`config.mk`:
```
export PLATFORM = sky130hd
export DESIGN_NAME = c_syntax_highlight_lexer
export DESIGN_NICKNAME = d
export VERILOG_FILES = /design/src/hdl/cshl_pkg.sv /design/src/hdl/c_syntax_highlight_lexer.sv
export SDC_FILE = /design/constraint.sdc
export NUM_CORES = 1
export LEC_CHECK = 0
export BUFFER_PORTS_ARGS = -buffer_cell sky130_fd_sc_hd__buf_4
export CORE_ASPECT_RATIO = 0.75
export CORE_MARGIN = 5
export CORE_UTILIZATION = 35
export CTS_CLUSTER_SIZE = 40
export DETAILED_ROUTE_END_ITERATION = 7
export MAX_ROUTING_LAYER = met4
export PLACE_DENSITY = 0.55
export RECOVER_POWER = 25
export SYNTH_ARGS = -nofsm -noshare
export SYNTH_HDL_FRONTEND = slang
export SYNTH_SLANG_ARGS = --single-unit
export TNS_END_PERCENT = 100
```
`constraint.sdc`:
```
create_clock -name i_clk -period 15.85 [get_ports i_clk]
set_input_delay 4.755 -clock i_clk [delete_from_list [all_inputs] [get_ports i_clk]]
set_output_delay 4.755 -clock i_clk [all_outputs]
set_load 0.03 [all_outputs]
```
`src/hdl/cshl_pkg.sv`:
```
`timescale 1ns / 1ps
`default_nettype none
package cshl_pkg;

    localparam int LOOKAHEAD_DEF     = 9;
    localparam int KEYWORD_COUNT_DEF = 23;
    localparam int KW_TABLE_SIZE     = 23;
    localparam int KW_MAX_LEN        = 8;

    typedef enum logic [2:0] {
        CLS_NORMAL,
        CLS_LINE_COMMENT,
        CLS_BLOCK_COMMENT,
        CLS_KEYWORD,
        CLS_TYPE,
        CLS_STRING,
        CLS_NUMBER
    } t_hl_class;

    // configuration register indexes
    localparam logic [1:0] CFG_SYNTAX  = 2'd0;
    localparam logic [1:0] CFG_NUMBERS = 2'd1;
    localparam logic [1:0] CFG_STRINGS = 2'd2;

    // open string quote codes
    localparam logic [1:0] Q_NONE   = 2'd0;
    localparam logic [1:0] Q_DOUBLE = 2'd1;
    localparam logic [1:0] Q_SINGLE = 2'd2;

    typedef struct packed {
        t_hl_class cls;
        logic      line_last;
        logic      open_comment;
        logic      last_of_run;
    } t_res;

    function automatic logic [63:0] kw_text(input int j);
        logic [63:0] s;
        case (j)
            0:       s = "switch";
            1:       s = "if";
            2:       s = "while";
            3:       s = "for";
            4:       s = "break";
            5:       s = "continue";
            6:       s = "return";
            7:       s = "else";
            8:       s = "struct";
            9:       s = "union";
            10:      s = "typedef";
            11:      s = "static";
            12:      s = "enum";
            13:      s = "class";
            14:      s = "case";
            15:      s = "int";
            16:      s = "long";
            17:      s = "double";
            18:      s = "float";
            19:      s = "char";
            20:      s = "unsigned";
            21:      s = "signed";
            default: s = "void";
        endcase
        return s;
    endfunction

    function automatic int kw_len(input int j);
        int l;
        case (j)
            1:                  l = 2;
            3, 15:              l = 3;
            7, 12, 14, 16, 19:  l = 4;
            2, 4, 9, 13, 18:    l = 5;
            10:                 l = 7;
            5, 20:              l = 8;
            22:                 l = 4;
            default:            l = 6;
        endcase
        return l;
    endfunction

    function automatic t_hl_class kw_cls(input int j);
        return (j >= 15) ? CLS_TYPE : CLS_KEYWORD;
    endfunction

    // byte t of keyword j, first character at t = 0
    function automatic logic [7:0] kw_char(input int j, input int t);
        logic [63:0] s;
        int          l;
        s = kw_text(j);
        l = kw_len(j);
        return s[8*(l-1-t) +: 8];
    endfunction

    function automatic logic is_sep(input logic [7:0] c);
        return (c == 8'd0) || (c == " ") || (c >= 8'd9 && c <= 8'd13) ||
               (c == ",") || (c == ".") || (c == "(") || (c == ")") ||
               (c == "+") || (c == "-") || (c == "/") || (c == "*") ||
               (c == "=") || (c == "~") || (c == "%") || (c == "<") ||
               (c == ">") || (c == "[") || (c == "]") || (c == ";");
    endfunction

endpackage
`default_nettype wire

```
`src/hdl/c_syntax_highlight_lexer.sv`:
```
`timescale 1ns / 1ps
`default_nettype none
// channel  direction  handshake            payload
// input    in         i_valid / o_stall    i_char_byte, i_line_end, i_first_of_file
// result   out        o_valid / i_stall    o_highlight_class, o_line_last,
//                                          o_open_comment, o_last_of_run
// config   in         i_cfg_valid / o_cfg_ready  i_cfg_index, i_cfg_data
//
// One byte per cycle; a byte that fills the window yields one result in the same
// cycle (registered in a two-entry output queue).
// A line end flushes the window: input stalls while the
// held bytes drain one per cycle, paced by the output queue.
// Synchronous active-low reset clears control and line state; config resets to 1.
// Input stalls whenever the output queue is full or a flush is running.
module c_syntax_highlight_lexer
    import cshl_pkg::*;
#(
    parameter int LOOKAHEAD     = LOOKAHEAD_DEF,
    parameter int KEYWORD_COUNT = KEYWORD_COUNT_DEF
) (
    input  wire logic       i_clk,
    input  wire logic       i_rst_n,
    input  wire logic       i_valid,
    output logic            o_stall,
    input  wire logic [7:0] i_char_byte,
    input  wire logic       i_line_end,
    input  wire logic       i_first_of_file,
    output logic            o_valid,
    input  wire logic       i_stall,
    output logic [2:0]      o_highlight_class,
    output logic            o_line_last,
    output logic            o_open_comment,
    output logic            o_last_of_run,
    input  wire logic       i_cfg_valid,
    output logic            o_cfg_ready,
    input  wire logic [1:0] i_cfg_index,
    input  wire logic       i_cfg_data
);

    localparam int CW      = $clog2(LOOKAHEAD + 1);
    localparam int IW      = $clog2(LOOKAHEAD);
    localparam int KW_USED = (KEYWORD_COUNT < KW_TABLE_SIZE) ? KEYWORD_COUNT : KW_TABLE_SIZE;

    // window and line state
    logic [7:0] r_win [LOOKAHEAD];
    t_hl_class  r_lab [LOOKAHEAD];
    logic [CW-1:0] r_fill, r_ahead;
    logic       r_blk, r_esc, r_sep, r_rest, r_flush;
    logic [1:0] r_q;
    t_hl_class  r_prev;
    logic       r_syn, r_num, r_str;

    // after the push
    logic [7:0] a_win [LOOKAHEAD];
    t_hl_class  a_lab [LOOKAHEAD];
    logic [CW-1:0] a_fill, a_ahead;
    logic       a_blk, a_esc, a_sep, a_rest;
    logic [1:0] a_q;
    t_hl_class  a_prev;

    // after decide and shift
    t_hl_class  n_lab [LOOKAHEAD];
    logic [CW-1:0] n_fill, n_ahead;
    logic       n_blk, n_esc, n_sep, n_rest, n_flush;
    logic [1:0] n_q;
    t_hl_class  n_prev;

    logic [7:0] w_peek [KW_MAX_LEN+1];
    logic       w_accept, w_emit, w_last;
    t_res       w_res;

    // output queue
    t_res       r_fq [2];
    logic       r_fhead;
    logic [1:0] r_fcnt;
    logic       w_pop;

    assign o_stall     = r_flush || (r_fcnt == 2'd2);
    assign o_cfg_ready = 1'b1;
    assign w_accept    = i_valid && !o_stall;
    assign w_pop       = o_valid && !i_stall;

    // push stage
    always_comb begin
        a_win   = r_win;
        a_lab   = r_lab;
        a_fill  = r_fill;
        a_ahead = r_ahead;
        a_blk   = r_blk;
        a_q     = r_q;
        a_esc   = r_esc;
        a_sep   = r_sep;
        a_prev  = r_prev;
        a_rest  = r_rest;
        if (w_accept) begin
            if (i_first_of_file) begin
                a_q = Q_NONE; a_esc = 1'b0; a_sep = 1'b1; a_prev = CLS_NORMAL;
                a_rest = 1'b0; a_ahead = '0; a_fill = '0; a_blk = 1'b0;
            end
            a_win[a_fill[IW-1:0]] = i_char_byte;
            a_lab[a_fill[IW-1:0]] = a_rest ? CLS_LINE_COMMENT : CLS_NORMAL;
            a_fill = a_fill + 1'b1;
            if (a_rest) begin
                a_ahead = a_fill;
            end
        end
    end

    // bytes past the fill or the window read as NUL
    for (genvar g = 0; g <= KW_MAX_LEN; g++) begin : g_peek
        if (g < LOOKAHEAD) begin : g_in
            assign w_peek[g] = (CW'(g) < a_fill) ? a_win[g] : 8'd0;
        end else begin : g_out
            assign w_peek[g] = 8'd0;
        end
    end

    assign w_emit = (w_accept && !i_line_end && (a_fill == CW'(LOOKAHEAD))) ||
                    (r_flush && (r_fcnt != 2'd2));
    assign w_last = r_flush && (a_fill == CW'(1));

    // decide the head byte, then shift it out
    always_comb begin
        logic [KW_TABLE_SIZE-1:0] hit;
        logic      b0_dig;
        logic [7:0] b0, b1;
        int        sel;
        int        sel_len;
        t_hl_class sel_cls;
        n_lab   = a_lab;
        n_fill  = a_fill;
        n_ahead = a_ahead;
        n_blk   = a_blk;
        n_q     = a_q;
        n_esc   = a_esc;
        n_sep   = a_sep;
        n_prev  = a_prev;
        n_rest  = a_rest;
        b0      = w_peek[0];
        b1      = w_peek[1];
        b0_dig  = (b0 >= "0") && (b0 <= "9");
        hit     = '0;
        for (int j = 0; j < KW_TABLE_SIZE; j++) begin
            hit[j] = (j < KW_USED) && is_sep(w_peek[kw_len(j)]);
            for (int t = 0; t < KW_MAX_LEN; t++) begin
                if (t < kw_len(j) && w_peek[t] != kw_char(j, t)) begin
                    hit[j] = 1'b0;
                end
            end
        end
        // first table entry wins
        sel = 0;
        for (int j = KW_TABLE_SIZE - 1; j >= 0; j--) begin
            if (hit[j]) begin
                sel = j;
            end
        end
        sel_len = kw_len(sel);
        sel_cls = kw_cls(sel);

        if (w_emit && (n_ahead == '0)) begin
            if (!r_syn) begin
                n_lab[0] = CLS_NORMAL; n_prev = CLS_NORMAL; n_ahead = CW'(1);
            end else if (n_q == Q_NONE && !n_blk && b0 == "/" && b1 == "/") begin
                for (int j = 0; j < LOOKAHEAD; j++) begin
                    if (CW'(j) < n_fill) begin
                        n_lab[j] = CLS_LINE_COMMENT;
                    end
                end
                n_ahead = n_fill;
                n_prev  = CLS_LINE_COMMENT;
                n_rest  = 1'b1;
            end else if (n_q == Q_NONE && n_blk) begin
                n_lab[0] = CLS_BLOCK_COMMENT; n_prev = CLS_BLOCK_COMMENT;
                n_ahead = CW'(1);
                if (b0 == "*" && b1 == "/") begin
                    n_lab[1] = CLS_BLOCK_COMMENT; n_ahead = CW'(2);
                    n_blk = 1'b0; n_sep = 1'b1;
                end
            end else if (n_q == Q_NONE && b0 == "/" && b1 == "*") begin
                n_lab[0] = CLS_BLOCK_COMMENT; n_lab[1] = CLS_BLOCK_COMMENT;
                n_prev = CLS_BLOCK_COMMENT; n_ahead = CW'(2); n_blk = 1'b1;
            end else if (r_str && n_q != Q_NONE) begin
                n_lab[0] = CLS_STRING; n_prev = CLS_STRING; n_ahead = CW'(1);
                if (n_esc) begin
                    n_esc = 1'b0;
                end else if (b0 == "\\" && !w_last) begin
                    n_esc = 1'b1;
                end else begin
                    if ((n_q == Q_DOUBLE && b0 == "\"") || (n_q == Q_SINGLE && b0 == "'")) begin
                        n_q = Q_NONE;
                    end
                    n_sep = 1'b1;
                end
            end else if (r_str && (b0 == "\"" || b0 == "'")) begin
                n_q = (b0 == "\"") ? Q_DOUBLE : Q_SINGLE;
                n_lab[0] = CLS_STRING; n_prev = CLS_STRING; n_ahead = CW'(1);
            end else if (r_num && ((b0_dig && (n_sep || n_prev == CLS_NUMBER)) ||
                                   (b0 == "." && n_prev == CLS_NUMBER))) begin
                n_lab[0] = CLS_NUMBER; n_prev = CLS_NUMBER; n_ahead = CW'(1);
                n_sep = 1'b0;
            end else if (n_sep && (hit != '0)) begin
                for (int t = 0; t < KW_MAX_LEN; t++) begin
                    if (t < sel_len && t < LOOKAHEAD) begin
                        n_lab[IW'(t)] = sel_cls;
                    end
                end
                n_prev  = sel_cls;
                n_ahead = CW'(sel_len);
                n_sep   = 1'b0;
            end else begin
                n_sep = is_sep(b0);
                n_lab[0] = CLS_NORMAL; n_prev = CLS_NORMAL; n_ahead = CW'(1);
            end
        end

        w_res.cls          = n_lab[0];
        w_res.line_last    = w_last;
        w_res.open_comment = w_last && n_blk;
        w_res.last_of_run  = r_flush ? w_last : 1'b1;

        if (w_emit) begin
            for (int k = 0; k < LOOKAHEAD - 1; k++) begin
                n_lab[k] = n_lab[k+1];
            end
            n_fill = n_fill - 1'b1;
            if (n_ahead != '0) begin
                n_ahead = n_ahead - 1'b1;
            end
        end
        n_flush = r_flush;
        if (w_accept && i_line_end) begin
            n_flush = 1'b1;
        end else if (w_emit && w_last) begin
            n_flush = 1'b0;
            n_q = Q_NONE; n_esc = 1'b0; n_sep = 1'b1; n_prev = CLS_NORMAL;
            n_rest = 1'b0; n_ahead = '0; n_fill = '0;
        end
    end

    // window payload; bytes shift with the labels
    always_ff @(posedge i_clk) begin
        r_lab <= n_lab;
        if (w_emit) begin
            for (int k = 0; k < LOOKAHEAD - 1; k++) begin
                r_win[k] <= a_win[k+1];
            end
            r_win[LOOKAHEAD-1] <= a_win[LOOKAHEAD-1];
        end else begin
            r_win <= a_win;
        end
        if (w_emit) begin
            r_fq[r_fhead ^ r_fcnt[0]] <= w_res;
        end
    end

    always_ff @(posedge i_clk) begin
        if (!i_rst_n) begin
            r_fill  <= '0;
            r_ahead <= '0;
            r_blk   <= 1'b0;
            r_q     <= Q_NONE;
            r_esc   <= 1'b0;
            r_sep   <= 1'b1;
            r_prev  <= CLS_NORMAL;
            r_rest  <= 1'b0;
            r_flush <= 1'b0;
            r_fhead <= 1'b0;
            r_fcnt  <= 2'd0;
            r_syn   <= 1'b1;
            r_num   <= 1'b1;
            r_str   <= 1'b1;
        end else begin
            r_fill  <= n_fill;
            r_ahead <= n_ahead;
            r_blk   <= n_blk;
            r_q     <= n_q;
            r_esc   <= n_esc;
            r_sep   <= n_sep;
            r_prev  <= n_prev;
            r_rest  <= n_rest;
            r_flush <= n_flush;
            if (w_pop) begin
                r_fhead <= ~r_fhead;
            end
            r_fcnt <= r_fcnt + {1'b0, w_emit} - {1'b0, w_pop};
            if (i_cfg_valid) begin
                case (i_cfg_index)
                    CFG_SYNTAX:  r_syn <= i_cfg_data;
                    CFG_NUMBERS: r_num <= i_cfg_data;
                    CFG_STRINGS: r_str <= i_cfg_data;
                    default:     ;
                endcase
            end
        end
    end

    assign o_valid           = (r_fcnt != 2'd0);
    assign o_highlight_class = r_fq[r_fhead].cls;
    assign o_line_last       = r_fq[r_fhead].line_last;
    assign o_open_comment    = r_fq[r_fhead].open_comment;
    assign o_last_of_run     = r_fq[r_fhead].last_of_run;

endmodule
`default_nettype wire

```
---- Yosys cells after proc, flatten, opt, wreduce, memory -nomap -nowiden ----
Memory sizes are Yosys's and may differ from the RTL's. A register that Yosys moved wholly into a read port is not among the register bits.
Cells that the tools add are included.
cells by class
  add/subtract/negate cells ............... 5
  $lt $le $gt $ge ......................... 38
  eq/ne operators ......................... 222
  multiplexer cells ....................... 292
  bitwise gates (word level) .............. 3
  reduce and logical (&&, ||, !) cells .... 211
operators by type and width
  kind                                                                           count
  8-bit by 6-bit == test with 1-bit output (second input constant)               116
  8-bit by 7-bit != test with 1-bit output (second input constant)               72
  8-bit by 7-bit == test with 1-bit output (second input constant)               25
  1-bit 2-to-1 mux                                                               162
  1-bit logical OR                                                               150
  72-bit 2-to-1 mux                                                              2
  4-bit by 32-bit less-than comparator with 1-bit output (first input constant)  4
  3-bit 2-to-1 mux                                                               39
  5-bit 2-to-1 mux                                                               23
  4-bit 2-to-1 mux                                                               22
  21-bit 2-to-1 mux                                                              4
  8-bit 2-to-1 mux                                                               10
  72-bit bitwise mux                                                             1
  24-bit 2-to-1 mux                                                              3
  8-bit by 4-bit >= comparator with 1-bit output (second input constant)         8
  8-bit by 4-bit <= comparator with 1-bit output (second input constant)         8
  8-bit logical NOT                                                              8
  3-bit by 32-bit less-than comparator with 1-bit output (first input constant)  2
  27-bit 2-to-1 mux                                                              2
  1-bit logical AND                                                              36
  18-bit 2-to-1 mux                                                              2
  8-bit demux with 4-bit select                                                  1
  1-bit by 32-bit less-than comparator with 1-bit output (first input constant)  1
  2-bit by 32-bit less-than comparator with 1-bit output (first input constant)  1
  other kinds (35)                                                               69
storage, ports and cells
  flip-flop bits (word level) ............. 123
  bits in writable memories ............... 12
  memory bits (read-only) ................. 128
  input port bits ......................... 18
  output and inout port bits .............. 9
  word-level logic and storage cells ...... 805
  memories ................................ 2
memory list
  name             depth  width  read ports  clocked after Yosys merged registers in  write ports  line                            RTL
  (no name shown)  32     4      1           0                                        0            cshl_pkg.sv:69                  case (j)
  r_fq             2      6      1           1                                        1            c_syntax_highlight_lexer.sv:73  t_res r_fq [2];

---- Logic depth before layout (Yosys ltp) ----
An unclocked memory read counts as a cell.
  depth after elaboration ................. 77
  mapped depth ............................ 32
  mapped depth without buffers ............ 29

---- Worst setup path after synthesis ----
No wires, ideal clock.
  path kind ............................... input to register
  start ................................... input i_first_of_file
  end ..................................... register r_ahead[1]
  setup time .............................. 65 ps
  arrival time ............................ 10,357 ps
  data required time ...................... 15,785 ps
  path slack .............................. 5,428 ps
  cell stages on the path ................. 29
  buffers on the path ..................... 7
  cell sequence ........................... buf_2 clkbuf_1 nand2b_1 inv_1 ha_1 clkbuf_1 xnor2_1 o31a_1 clkbuf_1 clkbuf_1 buf_2 nand3_1 or2_0 nor4b_1 o21bai_1 or3_1 nor3_1 inv_1 ha_1 nor2_1 o32a_2 o21ai_2 buf_6 a41oi_2 ha_1 inv_1 o41ai_2 mux2_2 nor2_1
on the way
  longest elaborated chain between the ends .. 74
  elaborated cells between the ends (all ways) .. 578
  those cells by class .................... add/sub: 2; order compare: 27; eq/ne: 201; mux: 177; bitwise: 1; reduce/logical: 169; memory: 1
RTL lines
  what                                                                                                                       line                                                              RTL
  start, declared                                                                                                            c_syntax_highlight_lexer.sv:27                                    input wire logic i_first_of_file,
  4-bit 2-to-1 mux                                                                                                           c_syntax_highlight_lexer.sv:96                                    if (i_first_of_file) begin
  4-bit 2-to-1 mux                                                                                                           c_syntax_highlight_lexer.sv:95                                    if (w_accept) begin
  4-bit NOT with 5-bit output (implied by the code)                                                                          c_syntax_highlight_lexer.sv:100                                   a_win[a_fill[IW-1:0]] = i_char_byte;
  5-bit >= comparator (implied by the code) / 5-bit by 1-bit less-than comparator with 1-bit output (equally long branches)  c_syntax_highlight_lexer.sv:100
  1-bit logical AND (implied by the code)                                                                                    c_syntax_highlight_lexer.sv:100
  8-bit 2-to-1 mux (implied by the code)                                                                                     c_syntax_highlight_lexer.sv:100
  8-bit demux with 4-bit select                                                                                              c_syntax_highlight_lexer.sv:100
  72-bit bitwise mux                                                                                                         c_syntax_highlight_lexer.sv:100
  [... 58 more ...]                                                                                                          --
  4-bit 2-to-1 mux                                                                                                           c_syntax_highlight_lexer.sv:164                                   end else if (n_q == Q_NONE && !n_blk && b0 == "/" && b1 == "/") begin
  4-bit 2-to-1 mux                                                                                                           c_syntax_highlight_lexer.sv:162                                   if (!r_syn) begin
  4-bit 2-to-1 mux                                                                                                           c_syntax_highlight_lexer.sv:161                                   if (w_emit && (n_ahead == '0)) begin
  4-bit by 1-bit subtractor with 4-bit output / 4-bit nonzero test (equally long branches)                                   c_syntax_highlight_lexer.sv:228, c_syntax_highlight_lexer.sv:227
  4-bit 2-to-1 mux                                                                                                           c_syntax_highlight_lexer.sv:227                                   if (n_ahead != '0) begin
  4-bit 2-to-1 mux                                                                                                           c_syntax_highlight_lexer.sv:222                                   if (w_emit) begin
  4-bit 2-to-1 mux                                                                                                           c_syntax_highlight_lexer.sv:234                                   end else if (w_emit && w_last) begin
  4-bit 2-to-1 mux (*)                                                                                                       c_syntax_highlight_lexer.sv:232                                   if (w_accept && i_line_end) begin
  end signal, assigned                                                                                                       c_syntax_highlight_lexer.sv:275                                   r_ahead <= n_ahead;
  end, declared                                                                                                              c_syntax_highlight_lexer.sv:47                                    logic [CW-1:0] r_fill, r_ahead;
Mark *: on every way between the ends. The rest lies on a longest branch, timed or not. The select of a mux whose other input is x is not followed.
A chain may end at the register's enable or synchronous reset.

---- Worst setup path in the final report ----
  start ................................... input i_valid
  end ..................................... register r_ahead[1]
on the way
  longest elaborated chain between the ends .. 68
  elaborated cells between the ends (all ways) .. 563
  those cells by class .................... add/sub: 1; order compare: 25; eq/ne: 201; mux: 164; reduce/logical: 171; memory: 1
RTL lines
  what                                                                                      line                                                              RTL
  start, declared                                                                           c_syntax_highlight_lexer.sv:23                                    input wire logic i_valid,
  1-bit logical AND (*)                                                                     c_syntax_highlight_lexer.sv:80                                    assign w_accept = i_valid && !o_stall;
  4-bit 2-to-1 mux                                                                          c_syntax_highlight_lexer.sv:95
  4-bit less-than comparator                                                                c_syntax_highlight_lexer.sv:112                                   assign w_peek[g] = (CW'(g) < a_fill) ? a_win[g] : 8'd0;
  8-bit 2-to-1 mux                                                                          c_syntax_highlight_lexer.sv:112
  8-bit by 4-bit >= comparator with 1-bit output (tied with other cells)                    cshl_pkg.sv:96                                                    return (c == 8'd0) || (c == " ") || (c >= 8'd9 && c <= 8'd13) ||
  1-bit logical AND / 1-bit logical OR (equally long branches)                              cshl_pkg.sv:96
  1-bit logical OR (2 in a row)                                                             cshl_pkg.sv:96
  1-bit logical OR (4 in a row)                                                             cshl_pkg.sv:97                                                    (c == ",") || (c == ".") || (c == "(") || (c == ")") ||
  [... 48 more ...]                                                                         --
  4-bit 2-to-1 mux                                                                          c_syntax_highlight_lexer.sv:164
  4-bit 2-to-1 mux                                                                          c_syntax_highlight_lexer.sv:162
  4-bit 2-to-1 mux                                                                          c_syntax_highlight_lexer.sv:161
  4-bit by 1-bit subtractor with 4-bit output / 4-bit nonzero test (equally long branches)  c_syntax_highlight_lexer.sv:228, c_syntax_highlight_lexer.sv:227
  4-bit 2-to-1 mux                                                                          c_syntax_highlight_lexer.sv:227
  4-bit 2-to-1 mux                                                                          c_syntax_highlight_lexer.sv:222
  4-bit 2-to-1 mux                                                                          c_syntax_highlight_lexer.sv:234
  4-bit 2-to-1 mux (*)                                                                      c_syntax_highlight_lexer.sv:232
Mark *: on every way between the ends. The rest lies on a longest branch, timed or not.

==> impl_metrics.py <==
metrics = {
    "outcome": {
        "status": "finished with violations",
        "violations_in_the_final_reports": "capacitance limit, slew limit",
    },
    "drt": {
        "initial_drt_markers": 2638,
        "drt_pass1_iterations": 6,
        "drc": 0,
        "avgViaCountPerCell": 6.93,
        "drt_wl_cell_um": 33.8,
        "drt_wl_total_um": 80300,
        "overall_via_count_from_detail_route": 16500,
        "drtAntennaViolNets": 0,
    },
    "clock_tree": {
        "clock_latency_late_sink_ps": 480,
        "max_h_tree_level": 4,
        "cts_made_buffers": 17,
        "path_clk_slew_ps": 70,
        "clock-sinks": 136,
        "cts_root_buf": "sky130_fd_sc_hd__clkbuf_16",
        "cts_hold_repair.buffers": 0,
        "tritoncts_clock_tree": "built",
        "post-cts-setup-buffers": 0,
        "cts_max_path_buffers": 2,
        "post_cts_resize_count": 0,
    },
    "die": {
        "floorplan.die.height_um": 179,
        "die_w_um": 235,
        "start_util_pct": 35.2,
        "std_cell_rows": 62,
        "core_area_mm2": 0.0379,
        "pin_count": 27,
        "dieArea_mm2": 0.0422,
    },
    "layout": {
        "commonest_cells_after_routing_fill_and_taps_aside": "sky130_fd_sc_hd__nor2_1, sky130_fd_sc_hd__nand2_1, sky130_fd_sc_hd__dfxtp_1, sky130_fd_sc_hd__a21oi_1, sky130_fd_sc_hd__nand3_1",
        "design.final.nets": 1879,
        "area_growth_pct": 9.94,
        "utilization_pct": 38.7,
        "drive_gt1_share_pct": 10.8,
        "fillers": 4044,
        "final_common_cell": "sky130_fd_sc_hd__nor2_1",
    },
    "timing": {
        "worstMarginPinSlew_ps": 2220,
        "timing.final.max_slew_violations": 98,
        "timing.final.setup_violations": 0,
        "setup_repair_after_global_routing_missed_its_margin": "no",
        "total_negative_slack_ps": 0,
        "clock.fmax_mhz": 80.2,
        "fin_worst_skew_ps": 14.8,
        "post-route-period-util_pct": 78.7,
        "relative_slew_slack_pct": -47.8,
        "min_period_ps": 12470,
        "final_hold_viol_count": 0,
    },
    "power": {
        "intPower_mw": 1.11,
        "p_sw_mw": 1.27,
        "seq_power_share_pct": 29.0,
        "combinationalPowerShare_pct": 52.8,
        "p_per_area_mw_per_mm2": 162,
        "power.leakage_nw": 5.34,
        "switching_share_pct": 53.2,
        "power.clock.fraction_pct": 18.1,
        "post-layout-total-power_mw": 2.38,
        "worst_ir_drop_vdd_v": 0.0000958,
    },
    "yosys": {
        "asyncSetResetFlopFracSynth_pct": 0,
        "yosys_register_bits": 136,
        "synth_ff_type": "sky130_fd_sc_hd__dfxtp_1",
        "synth.avg_cell_area_um2": 7.13,
        "yosys_warnings": 0,
        "synth_edf_count": 12,
        "synth_cell_types": 120,
        "syn_area_mm2": 0.0133,
        "netlist_instances": 1871,
        "synth_fp_nets": 1903,
        "ys_seq_area_share_pct": 21.3,
    },
    "global_routing": {
        "vias_in_the_first_global_route": 14700,
        "global_route.overflow_total": 0,
        "pin_count_of_the_biggest_net_entering_global_routing": 64,
        "grt_pass1_wl_um": 112000,
        "gr-usage-all-layers_pct": 37.7,
        "number_of_antenna_violations_at_the_first_check_in_global_routing": 5,
    },
    "setup_path": {
        "worstPathMaxFanout": 17,
        "critPathLaunchType": "input pin",
        "worst-path-buf-inv": 5,
        "crit_path_max_incr_delay_ps": 730,
        "criticalPathCategory": "in -> reg",
        "worst_ep_required_time_ps": 16230,
        "critical_path_arrival_ps": 12850,
        "crit_slowest_cell": "sky130_fd_sc_hd__nor2b_1",
        "cp-end-kind": "register",
        "cp_top_family": "simple AND/OR/NAND/NOR gates",
    },
    "placed_design": {
        "detailedPlacementHpwl_um": 63800,
        "port_buffers": 25,
        "gp_congestion": 1.13,
    },
    "hold_path": {
        "hp_class": "reg -> reg",
    },
    "flow_run": {
        "maxCapViolations": 3,
    },
}
[sequential cells by signal, summed over array words and instances, names as in the netlist, named ones only]
signal / cells
r_flush: 1
r_fq: 12
r_str: 1
r_lab: 27
r_win: 72
r_fill: 4
r_num: 1
r_rest: 1
r_sep: 1
r_fcnt: 2
r_syn: 1
r_prev: 3
r_q: 2
r_ahead: 4
r_fhead: 1
r_blk: 1
r_esc: 1
[power by group through the flow]
stage | clock (mW) | sequential [mW] | combinational (mW)
finish | 0.432 | 0.690 | 1.26
global route | 0.451 | 0.699 | 1.31
CTS | 0.434 | 0.673 | 1.19
detailed placement | 0 | 0.681 | 1.19
global placement | 0 | 0.678 | 1.19
floorplan | 0 | 0.574 | 0.794
[cells in the mapped netlist (11+ instances only)]
library cell,n,area share [%]
sky130_fd_sc_hd__nor3_1,65,2.4
sky130_fd_sc_hd__nor4_1,58,2.7
sky130_fd_sc_hd__nor4b_1,14,0.92
sky130_fd_sc_hd__o2111ai_1,22,1.4
sky130_fd_sc_hd__o21ai_0,72,2.7
sky130_fd_sc_hd__buf_2,20,0.75
sky130_fd_sc_hd__a22oi_1,11,0.62
sky130_fd_sc_hd__or3_1,15,0.70
sky130_fd_sc_hd__a21o_1,11,0.62
sky130_fd_sc_hd__o22ai_1,42,2.0
sky130_fd_sc_hd__buf_1,19,0.53
sky130_fd_sc_hd__o211ai_1,26,1.5
sky130_fd_sc_hd__o31ai_1,14,0.79
sky130_fd_sc_hd__and2_1,20,0.94
sky130_fd_sc_hd__mux2i_1,67,5.0
sky130_fd_sc_hd__o21ai_1,15,0.56
sky130_fd_sc_hd__ha_1,14,1.3
sky130_fd_sc_hd__mux2_2,37,3.1
sky130_fd_sc_hd__nand2_1,196,5.5
sky130_fd_sc_hd__inv_1,38,1.1
sky130_fd_sc_hd__a21oi_1,123,4.6
sky130_fd_sc_hd__edfxtp_1,12,2.7
sky130_fd_sc_hd__clkbuf_1,78,2.2
sky130_fd_sc_hd__and3_1,19,0.89
sky130_fd_sc_hd__or4_1,21,1.2
sky130_fd_sc_hd__xnor2_1,14,0.92
sky130_fd_sc_hd__nand4b_1,13,0.85
sky130_fd_sc_hd__a211oi_1,13,0.73
sky130_fd_sc_hd__nor2b_1,24,1.1
sky130_fd_sc_hd__nor2_1,243,6.8
sky130_fd_sc_hd__nand3_1,76,2.9
sky130_fd_sc_hd__a31oi_1,23,1.1
sky130_fd_sc_hd__nand4_1,51,2.4
sky130_fd_sc_hd__nand3b_1,13,0.73
sky130_fd_sc_hd__or2_2,13,0.61
sky130_fd_sc_hd__dfxtp_1,124,19
sky130_fd_sc_hd__nand2b_1,34,1.6
[per-stage QoR]
step	instance area, µm²	setup WS [ps]	std cells	hold slack [ps]
2_1_floorplan	13300	5430	1871	432
3_3_place_gp	14100	3800	2340	443
3_5_place_dp	14100	3510	2340	449
4_1_cts	14700	4000	2372	459
5_1_grt	14700	3000	2376	498
6_report	14700	3380	2376	462
[routing by layer]
layer	up-vias	global-route usage [%]	wire length, µm
li1	7080	-	-
met1	8129	56.5	38000
met2	1151	46.8	29400
met3	111	14.7	11500
met4	0	6.89	1380
met5	-	-	0
[kinds of logic after synthesis]
| logic type | synth area share [%] |
|---|---|
| AO/OA/AOI/OAI | 25.5 |
| XOR/XNOR | 1.38 |
| adder cells (fa/ha/maj) | 1.31 |
| buffers and inverters | 5.14 |
| flip-flops | 21.3 |
| multiplexers | 8.54 |
| other | 0.0281 |
| AND/OR/NAND/NOR | 36.8 |
[final cells by class]
class	instances	area, µm²	share of cell area [%]
Antenna cell	4	10.0	0.0682
Clock buffer	21	482	3.28
Clock inverter	11	136	0.930
Inverter	40	150	1.02
Multi-Input combinational cell	1571	9850	67.2
Sequential cell	136	2840	19.4
Tap cell	512	641	4.37
Timing Repair Buffer	81	552	3.76
[worst register-to-register path: cells and delay by family, from the launching register on]
kind                       cells  cell delay (ps)
and+or+nand+nor               11             2890
AOI/OAI and AO/OA              9             2780
muxes                          1              380
DFF                            1              410
buffers and inverters          5             1700
adders and majority gates      3              780
[final timing paths]
check	start	endpoint	slack [ps]	depth (start not counted)
setup reg to reg	r_fcnt[0]$_SDFF_PN0_	r_ahead[1]$_SDFF_PN0_	6800	29
setup / recovery	i_valid	r_ahead[1]$_SDFF_PN0_	3380	29
hold / removal	r_prev[1]$_SDFF_PN0_	r_prev[1]$_SDFF_PN0_	460	2
hold reg to reg	r_prev[1]$_SDFF_PN0_	r_prev[1]$_SDFF_PN0_	460	2
Power figures use the tool's default switching activity.
